$ cat src/hw/rtl/tps_pkg.sv
// ----------------------------------------------------------------------------
// tps_pkg: shared types and constants of the timer prescaler/reload solver
// Field widths, counter range, deviation limit, sequencer states and the
// request/response structs of the shared divider.
// ----------------------------------------------------------------------------
package tps_pkg;

    // Field widths
    localparam int FREQ_W = 32;
    localparam int CLK_W  = 29;
    localparam int VAL_W  = 16;
    localparam int DEV_W  = 12;

    // Timer clock register reset value
    localparam logic [CLK_W-1:0] CLK_RESET = CLK_W'(144000000);

    // Counter range (power of two) and deviation search limit
    localparam int COUNTER_RANGE = 65536;
    localparam int MAX_DEVIATION = 1024;
    localparam int CNT_SHIFT     = $clog2(COUNTER_RANGE);
    localparam int P_W           = $clog2(COUNTER_RANGE + 1);
    localparam int D_W           = $clog2(MAX_DEVIATION + 1);

    // Divider widths: ten times the clock is at most 33 bits
    localparam int DIV_W  = CLK_W + 4;
    localparam int DVS_W  = FREQ_W;
    localparam int STEP_W = $clog2(DIV_W);
    localparam int QUO_W  = DIV_W;
    localparam int CAND_W = QUO_W + 1;

    // Sequencer states
    typedef enum logic [2:0] {
        ST_IDLE,
        ST_TDIV,
        ST_CAND,
        ST_MOD,
        ST_ADV,
        ST_OUT
    } t_state;

    // Divider request and response
    typedef struct packed {
        logic             start;
        logic [DIV_W-1:0] dividend;
        logic [DVS_W-1:0] divisor;
    } t_div_req;

    typedef struct packed {
        logic             done;
        logic [DIV_W-1:0] quot;
        logic [DVS_W-1:0] rem;
    } t_div_rsp;

endpackage

$ cat src/hw/rtl/tps_div.sv
// ----------------------------------------------------------------------------
// tps_div: shared restoring divider
// One quotient bit per cycle; gives quotient and remainder with a done pulse
// once all DIV_W bits are shifted after a start pulse. Used for the target division and every trial split.
// ----------------------------------------------------------------------------
module tps_div import tps_pkg::*; (
    input  logic     i_clk,
    input  logic     i_rst_n,
    input  t_div_req i_req,
    output t_div_rsp o_rsp
);

    logic              r_busy;
    logic              r_done;
    logic [STEP_W-1:0] r_cnt;
    logic [DIV_W-1:0]  r_quo;
    logic [DVS_W-1:0]  r_rem;
    logic [DVS_W-1:0]  r_dvs;

    logic [DVS_W:0]    w_trial;
    logic [DVS_W+1:0]  w_diff;
    logic              w_fit;

    // Shift in the next dividend bit and try the subtraction
    always_comb begin
        w_trial = {r_rem, r_quo[DIV_W-1]};
        w_diff  = {1'b0, w_trial} - {2'b00, r_dvs};
        w_fit   = !w_diff[DVS_W+1];
    end

    // Control: busy flag, step count, done pulse
    always_ff @(posedge i_clk) begin
        if (!i_rst_n) begin
            r_busy <= 1'b0;
            r_done <= 1'b0;
            r_cnt  <= '0;
        end else begin
            r_done <= r_busy && (r_cnt == STEP_W'(DIV_W - 1));
            if (r_busy) begin
                if (r_cnt == STEP_W'(DIV_W - 1)) begin
                    r_busy <= 1'b0;
                end
                r_cnt <= STEP_W'(r_cnt + 1'b1);
            end else if (i_req.start) begin
                r_busy <= 1'b1;
                r_cnt  <= '0;
            end
        end
    end

    // Datapath: load operands, then advance one bit a cycle
    always_ff @(posedge i_clk) begin
        if (r_busy) begin
            r_quo <= {r_quo[DIV_W-2:0], w_fit};
            r_rem <= w_fit ? w_diff[DVS_W-1:0] : w_trial[DVS_W-1:0];
        end else if (i_req.start) begin
            r_quo <= i_req.dividend;
            r_rem <= '0;
            r_dvs <= i_req.divisor;
        end
    end

    assign o_rsp.done = r_done;
    assign o_rsp.quot = r_quo;
    assign o_rsp.rem  = r_rem;

endmodule

$ cat config.mk
export PLATFORM = sky130hd
export DESIGN_NAME = tps_div
export DESIGN_NICKNAME = d
export VERILOG_FILES = /design/src/hw/rtl/tps_pkg.sv /design/src/hw/rtl/tps_div.sv
export SDC_FILE = /design/constraint.sdc
export NUM_CORES = 1
export LEC_CHECK = 0
export ABC_AREA = 1
export BUFFER_PORTS_ARGS = -buffer_cell sky130_fd_sc_hd__buf_2
export CAP_MARGIN = 10
export CORE_UTILIZATION = 35
export CTS_CLUSTER_DIAMETER = 60
export CTS_CLUSTER_SIZE = 30
export DETAILED_ROUTE_END_ITERATION = 16
export GPL_TIMING_DRIVEN = 0
export HOLD_SLACK_MARGIN = 0.08
export RECOVER_POWER = 25
export SYNTH_ARGS = -nofsm -noshare
export SYNTH_HDL_FRONTEND = slang
export SYNTH_SLANG_ARGS = --single-unit
$ cat constraint.sdc
create_clock -name i_clk -period 3.05 [get_ports i_clk]
set_input_delay 0.1525 -clock i_clk [delete_from_list [all_inputs] [get_ports i_clk]]
set_output_delay 0.1525 -clock i_clk [all_outputs]
set_load 0.02 [all_outputs]
**After elaboration in Yosys (flattened, before gate mapping)**

Index checks and enable logic that the tools add are counted.

- Register bits after elaboration: 105
- Output and inout port bits: 66
- Word-level logic and storage cells: 24

- Reduce and logical (&&, ||, !) cells: 4
- Mux-type cells: 10
- Bitwise gates (word level): 1
- Add/subtract/negate cells: 2
- Equality and inequality tests: 1

Operators by type and width:

| kind | number |
|---|---|
| 2-to-1 mux 32 bit | 3 |
| 2-to-1 mux 33 bit | 2 |
| subtractor 33 x 32 -> 34 bit | 1 |
| 2-to-1 mux 6 bit | 2 |
| adder 6 x 1 -> 6 bit (second input constant) | 1 |
| == test 6 bit (second input constant) | 1 |
| 2-to-1 mux 1 bit | 3 |
| AND reduction 2 bit | 1 |
| nonzero test 2 bit | 1 |
| logical AND 1 bit | 1 |
| zero test 1 bit | 1 |
| NOT 1 bit | 1 |

**Depth between registers and ports, before layout**

Gate-level depths: netlist of the first run.

- Depth after elaboration: 3
- Gate-level depth with buffers: 16
- Mapped depth without buffers: 16

**Least setup slack after synthesis of the first run**

No wires, ideal clock.

- Kind: register -> register
- Start point: reg r_busy
- End point: reg r_quo[0] (enable)
- Arrival time: 1936 ps
- Setup slack: 693 ps
- Stages on the path, launching flop included: 4
- Path through: dfxtp_1 clkbuf_1 nor2_1 inv_1

- Word-level cells in the longest chain between the ends: 1

Ends and longest elaborated chain:

| what | RTL line | RTL |
|---|---|---|
| start, declared | tps_div.sv:13 | `logic r_busy;` |
| start signal, assigned | tps_div.sv:34 | `r_busy <= 1'b0;` |
| start signal, assigned | tps_div.sv:41 | `r_busy <= 1'b0;` |
| start signal, assigned | tps_div.sv:45 | `r_busy <= 1'b1;` |
| nonzero test 2 bit (no line) | - |  |
| end signal, assigned | tps_div.sv:54 | `r_quo <= {r_quo[DIV_W-2:0], w_fit};` |
| end signal, assigned | tps_div.sv:57 | `r_quo <= i_req.dividend;` |
| end, declared | tps_div.sv:16 | `logic [DIV_W-1:0] r_quo;` |

No other way between the ends.
A chain may end at the register's enable or synchronous reset.

**Worst setup path in the final report of the first run**

- Start point: reg r_quo[32]
- End point: reg r_rem[28], data pin

- Word-level cells in the longest chain between the ends: 3

Ends and longest elaborated chain:

| what | RTL line | RTL |
|---|---|---|
| subtractor 33 x 32 -> 34 bit | tps_div.sv:27 | `w_diff = {1'b0, w_trial} - {2'b00, r_dvs};` |
| 2-to-1 mux 32 bit | tps_div.sv:55 | `r_rem <= w_fit ? w_diff[DVS_W-1:0] : w_trial[DVS_W-1:0];` |
| 2-to-1 mux 32 bit | tps_div.sv:53 | `if (r_busy) begin` |
| end signal, assigned | tps_div.sv:55 |  |
| end, declared | tps_div.sv:17 | `logic [DVS_W-1:0] r_rem;` |

No other way between the ends.

==> run_results.csv, run 1 <==
group,metric,value,unit
sta,tightest_slew,0.895,ns
synth,ys_types,37,
global_routing,grt_max_degree,68,
synth,yosys_most_used_dff,"edfxtp_1",
finish,fin_util,0.458,
setup_path,cp_data_arrival_time,2.76,ns
clocking,clock_latency,0.37,ns
finish,layout.cells.most_common,"nand2_1",
clocking,tritoncts,"yes",
setup_path,max_stage_delay,0.46,ns
sta,fin_hold_ws,0.487,ns
setup_path,rr_endpoint,"r_rem[28]$_SDFFCE_PN0P_",
sta,rsz0062_at_grt,"no",
setup_path,cp_cell_sequence,"inv_1 > ha_1 > inv_1 > fa_1 > nand3_1 > nand3_1 > nand2_1 > nand2_1 > nand2_1 > nand2_1 > nand2_1 > nand2_1 > nand2_1 > nand3_1 > nand2_1 > inv_1",
floorplanning,coreArea,0.0196,mm²
sta,setup_viol,0,
clocking,cts_resized,0,
setup_path,cp-end-kind,"register",
outcome,outcome,"finished clean",
synth,syn_avg_cell_area,7.25,µm²
sta,final.min_clock_period,2.63,ns
sta,hold_viol,0,
synth,synth_nets,1072,
min_path,hold_class,"in2reg",
floorplanning,pin_count,134,
global_routing,antenna_found_initial,0,
sta,setup_ws,0.417,ns
synth,syn_inst,969,
synth,async_reset_ff_frac,0,
synth,ys_seq_area_frac,0.437,
place,port_buffers,133,
synth,ys_warn_count,0,
clocking,clk_path_buf_depth,2,
setup_path,startpoint,"r_quo[32]$_DFFE_PP_",
clocking,htreeDepth,3,
finish,area_growth,27.8,%
sta,fmax,380,MHz
setup_path,crit_fanout,4,
place,dp.final_hpwl,14500,µm
drt,drtIter0Drc,359,
drt,vias,6403,
flow_run,drv_cap,0,
setup_path,critPathKind,"reg2reg",
sta,slew_headroom,0.404,
floorplanning,dieArea,0.0206,mm²
setup_path,r2r_cells,16,
sta,finalMaxSlewViolations,0,
drt,ant_nets,0,
place,dpl_worst_slack,0.471,ns
finish,n_antenna_cell,0,
setup_path,cpMaxStageDelayCell,"fa_1",
clocking,path_clk_slew,0.09,ns
clocking,cts_root_buffer,"clkbuf_16",
setup_path,cp_common_cell,"nand2_1",
finish,final_cell_mix,"nand2_1, inv_1, buf_2",
global_routing,grt_pass1_wl,31100,µm
setup_path,r2r-start,"r_quo[32]$_DFFE_PP_",
global_routing,grt_pass1_vias,6313,
power_and_ir_drop,ir_drop,0.287,mV
floorplanning,rows,51,
power_and_ir_drop,power.leakage,4.72,nW
floorplanning,die_y,144,µm
power_and_ir_drop,pwr_density_cell,580,mW/mm²
synth,synthTopCellsByArea,"edfxtp_1, nand2_1, inv_1",
sta,post-route-period-util,0.863,
power_and_ir_drop,total_power,0.00521,W
clocking,hold_buffers,67,
setup_path,required,3.17,ns
synth,netlist_area,0.00703,mm²
synth,synth-edff-count,97,
drt,routed_via_density,4.42,
global_routing,track_usage,0.197,
min_path,hold_start,"i_req[4]",
drt,totalWireLength,19400,µm
synth,synth_largest_area_cell,"edfxtp_1",
synth,synth_top_area_frac,0.415,
finish,drive_above_1_share,0.120,
min_path,hold_end,"r_dvs[4]$_DFFE_PP_",
drt,drc_errors,0,
floorplanning,dieWidth,144,µm
setup_path,critPathLaunchType,"register",
clocking,clock_sinks,105,
floorplanning,start_util,0.359,
synth,synth_seq_cells,105,
drt,drtPass1Iterations,7,
clocking,cts_buffers,9,
drt,wl_per_cell,13.4,µm
global_routing,gr-total-overflow,0,
min_path,hold-path-cell-count,2,
finish,fin_nets,1283,
sta,fin_skew,0.0172,ns
clocking,postCtsSetupBuffers,0,
place,gp_congestion,0.894,
setup_path,ff2ff_setup_slack,0.42,ns
final cells by class:
| type | count | area [µm²] |
|---|---|---|
| buffer | 17 | 103 |
| clock buffer | 9 | 225 |
| fill | 2027 | 10600 |
| timing repair buffer | 200 | 1290 |
| tap | 265 | 332 |
| inverter | 180 | 683 |
| sequential | 105 | 3070 |
| multi-input combinational | 667 | 3170 |
| clock inverter | 7 | 101 |
worst max-delay path, delay by kind of cell (launching register included):
kind,cells,cell delay (ns)
adder cells (fa/ha/maj),2,0.60
buffers and inverters,3,0.22
flip-flops,1,0.40
AND/OR/NAND/NOR,11,1.17
worst max-delay path by stage:
stage	to	cells after the start	slack, ns
floorplan	r_quo[0]$_DFFE_PP_	3	0.69
global placement	r_rem[31]$_SDFFCE_PN0P_	3	-0.24
detailed placement	r_rem[28]$_SDFFCE_PN0P_	16	0.47
CTS	r_rem[28]$_SDFFCE_PN0P_	16	0.43
global route	r_rem[28]$_SDFFCE_PN0P_	16	0.12
finish	r_rem[28]$_SDFFCE_PN0P_	16	0.42
per-stage QoR:
stage	cells	setup TNS (ns)	instance area (µm²)
3_3_place_gp	1367	-15.55	8020
4_1_cts	1450	0	9020
6_report	1450	0	8980
5_1_grt	1450	0	8980
2_1_floorplan	969	0	7030
3_5_place_dp	1367	0	8030
metal layers:
layer	routed length [µm]	global-route usage
met1	9230	0.258
met2	9050	0.331
met3	944	0.0453
met4	206	0.0381
met5	0	0
where the power goes:
| group | switching (W) | internal [W] |
|---|---|---|
| registers | 0.000108 | 0.00179 |
| logic | 0.00133 | 0.000711 |
| clock network | 0.000665 | 0.000602 |
cell usage after synthesis (2+ instances only):
library cell	number
nand2_1	406
inv_1	178
nor2_1	99
edfxtp_1	97
nand3_1	37
ha_1	34
nand3b_1	19
a21oi_1	18
xor2_1	14
clkbuf_1	8
dfxtp_1	8
nand4_1	8
and2_1	5
nand2_2	5
buf_2	4
nor2_2	4
a21oi_2	2
buf_4	2
buf_6	2
nor3_1	2
sequential cells by signal, indices dropped and copies added, names as in the netlist:
signal and cells:
r_rem 32, r_quo 33, r_dvs 32, r_busy 1, r_done 1, r_cnt 6
logic make-up (layout without fill, tap and decap cells):
kind of cell	count (synthesis)	in the layout	synth area share
and+or+nand+nor	591	591	0.348
buffers and inverters	197	413	0.111
DFF	105	105	0.437
adders and majority gates	35	35	0.0634
AOI/OAI and AO/OA	26	26	0.0212
xor gates and xnor gates	15	15	0.0187
Note: power is estimated with default switching activity, not from simulation.
==> run 2: changes to the inputs <==
Settings changed: ABC_AREA 1 to 0, BUFFER_PORTS_ARGS -buffer_cell sky130_fd_sc_hd__buf_2 to -buffer_cell sky130_fd_sc_hd__clkbuf_2.
==> run_results.csv, run 2 <==
group,metric,value,unit
power_and_ir_drop,power_switching,0.00161,W
clocking,cts_buffers,9,
finish,layout.cells.most_common,"clkbuf_2",
sta,fin_skew,0.0156,ns
global_routing,grt_max_degree,44,
synth,ys_warn_count,0,
floorplanning,dieWidth,134,µm
clocking,clk_path_buf_depth,2,
drt,vias,5006,
finish,multi_input_area,0.00302,mm²
finish,area_growth,38.0,%
place,port_buffers,133,
global_routing,grt_pass1_vias,5067,
power_and_ir_drop,p_sw_frac,0.331,
drt,ant_nets,0,
setup_path,cp-end-kind,"register",
sta,slew_headroom,0.514,
drt,wl_per_cell,16.2,µm
synth,yosys_most_used_dff,"edfxtp_1",
setup_path,r2r-start,"r_rem[9]$_SDFFCE_PN0P_",
sta,fmax,330,MHz
clocking,clock_latency,0.36,ns
finish,regArea,0.00307,mm²
synth,ys_types,68,
global_routing,track_usage,0.175,
power_and_ir_drop,clock_power_share,0.246,
global_routing,gr-total-overflow,0,
power_and_ir_drop,power.leakage,3.50,nW
sta,rsz0062_at_grt,"yes",
setup_path,cpMaxStageDelayCell,"edfxtp_1",
setup_path,critPathKind,"reg2reg",
finish,final_cell_mix,"clkbuf_2, edfxtp_1, inv_1",
floorplanning,start_util,0.364,
finish,fin_nets,868,
synth,syn_inst,542,
drt,drtIter0Drc,353,
synth,async_reset_ff_frac,0,
place,gp_congestion,0.818,
finish,n_antenna_cell,0,
setup_path,max_stage_delay,0.45,ns
floorplanning,pin_count,134,
synth,synth_nets,645,
drt,drc_errors,0,
sta,setup_ws,0.0242,ns
drt,totalWireLength,16000,µm
setup_path,r2r_cells,11,
synth,syn_avg_cell_area,11.3,µm²
floorplanning,dieArea,0.0180,mm²
place,dpl_worst_slack,-0.356,ns
setup_path,worst-path-stages,11,
synth,synth-edff-count,97,
finish,top_register,"r_quo",
sta,setup_viol,0,
synth,synth_seq_cells,105,
finish,stdcell_area,0.00844,mm²
clocking,cts_root_buffer,"clkbuf_16",
sta,finalMaxSlewViolations,0,
setup_path,startpoint,"r_rem[9]$_SDFFCE_PN0P_",
sta,setup_tns,0,ns
setup_path,cp_data_arrival_time,3.11,ns
synth,synthTopCellsByArea,"edfxtp_1, ha_1, mux2_2",
floorplanning,die_y,134,µm
sta,post-route-period-util,0.992,
synth,synth.most_common_cell,"edfxtp_1",
place,dp.final_hpwl,10700,µm
setup_path,cp_cell_sequence,"ha_4 > a211o_1 > a21o_1 > and3_4 > a41oi_4 > nand4b_4 > a311oi_4 > buf_6 > clkbuf_16 > mux2i_1 > nor2_1",
floorplanning,coreArea,0.0168,mm²
outcome,outcome,"finished clean",
finish,largest_register_ffs,33,
setup_path,critPathTopFamily,"compound AO/OA/AOI/OAI gates",
global_routing,grt_pass1_wl,24600,µm
clocking,path_clk_slew,0.07,ns
sta,hold_viol,0,
finish,drive_above_1_share,0.343,
finish,final_cells,990,
sta,final.min_clock_period,3.03,ns
place,placed_cells,897,
setup_path,crit_fanout,7,
setup_path,required,3.13,ns
power_and_ir_drop,ir_drop,0.345,mV
setup_path,critPathLaunchType,"register",
setup_path,ff2ff_setup_slack,0.02,ns
finish,reg_top3,"r_quo (33), r_dvs (32), r_rem (32)",
clocking,clock_sinks,105,
power_and_ir_drop,seq_power_share,0.381,
synth,synth_top_area_frac,0.476,
clocking,htreeDepth,3,
power_and_ir_drop,pwr_density_cell,576,mW/mm²
place,dpl_cell_area,0.00712,mm²
synth,netlist_area,0.00612,mm²
min_path,hold_class,"in2reg",
floorplanning,rows,47,
power_and_ir_drop,comb_power_share,0.373,
sta,tightest_slew,0.729,ns
setup_path,crit_buf_inv,2,
synth,ys_seq_area_frac,0.502,
drt,drtPass1Iterations,4,
clocking,tritoncts,"yes",
global_routing,antenna_found_initial,0,
drt,routed_via_density,5.06,
power_and_ir_drop,p_int,0.00325,W
setup_path,rr_endpoint,"r_rem[13]$_SDFFCE_PN0P_",
finish,num-fill-cells,1578,
synth,synth_largest_area_cell,"edfxtp_1",
setup_path,cp-endpoint,"r_rem[13]$_SDFFCE_PN0P_",
flow_run,drv_cap,0,
synth,synth_commonest_cells,"edfxtp_1, inv_1, a21oi_1",
## run 2: cell types whose count changed after synthesis, sizes merged, moves of 21 or more
cell	before	now
a21oi	20	42
inv	179	48
mux2	0	32
mux2i	0	23
nand2	413	29
nor2	104	36
o21ai	2	23
## run 2: per-layer routing
metal,vias to the layer above,GRT usage,routed length (µm)
met5,-,0,0
met4,0,0.0506,278
met3,23,0.0563,994
met2,141,0.300,7770
met1,2407,0.209,6960
li1,2435,-,-
## run 2: cell families after synthesis
group / after synthesis / share of synthesized area
and+or+nand+nor: 138 / 0.117
DFF: 105 / 0.502
adders and majority gates: 35 / 0.0728
AOI/OAI and AO/OA: 119 / 0.128
buffers and inverters: 69 / 0.0524
xor gates and xnor gates: 21 / 0.0301
muxes: 55 / 0.0966
## run 2: layout make-up
class                           instances  share of cell area
Tap cell                              220              0.0326
Timing Repair Buffer                  217               0.174
Inverter                               48              0.0213
Clock buffer                           11              0.0276
Clock inverter                          5             0.00741
Sequential cell                       105               0.364
Buffer                                 16              0.0148
Multi-Input combinational cell        368               0.358
## run 2: per-stage QoR
| stage | utilization | hold WS (ns) | power (W) |
|---|---|---|---|
| 3_5_place_dp | 0.423 | 0.331 | 0.00331 |
| 4_1_cts | 0.483 | 0.0807 | 0.00472 |
| 5_1_grt | 0.502 | 0.0831 | 0.00511 |
| 3_3_place_gp | 0.420 | 0.333 | 0.00327 |
| 2_1_floorplan | - | 0.251 | 0.00291 |
| 6_report | 0.502 | 0.0931 | 0.00486 |
## run 2: worst min-delay path by stage
stage | to | slack [ns] | cells after the start | startpoint
floorplan | r_dvs[0]$_DFFE_PP_ | 0.25 | 0 | i_req[0]
global placement | r_dvs[29]$_DFFE_PP_ | 0.33 | 1 | i_req[29]
detailed placement | r_dvs[8]$_DFFE_PP_ | 0.33 | 1 | i_req[8]
CTS | r_quo[21]$_DFFE_PP_ | 0.08 | 2 | i_req[53]
global route | r_quo[26]$_DFFE_PP_ | 0.08 | 2 | i_req[58]
finish | r_quo[2]$_DFFE_PP_ | 0.09 | 2 | i_req[34]
## run 2: power groups by stage
stage               logic (W)  registers, W  clock network (W)
finish                0.00182       0.00185            0.00120
global route          0.00196       0.00187            0.00128
CTS                   0.00164       0.00185            0.00122
detailed placement    0.00142       0.00188                  0
global placement      0.00139       0.00188                  0
floorplan            0.000908       0.00200                  0
## run 2: what timing repair did
item	4_1_cts	5_1_grt
hold buffers	38	2
gates cloned	1	2
gates resized for setup	33	38
endpoints found under the hold margin	39	2
setup buffers	19	20
endpoints found under the setup margin	32	32
pin swaps	12	13
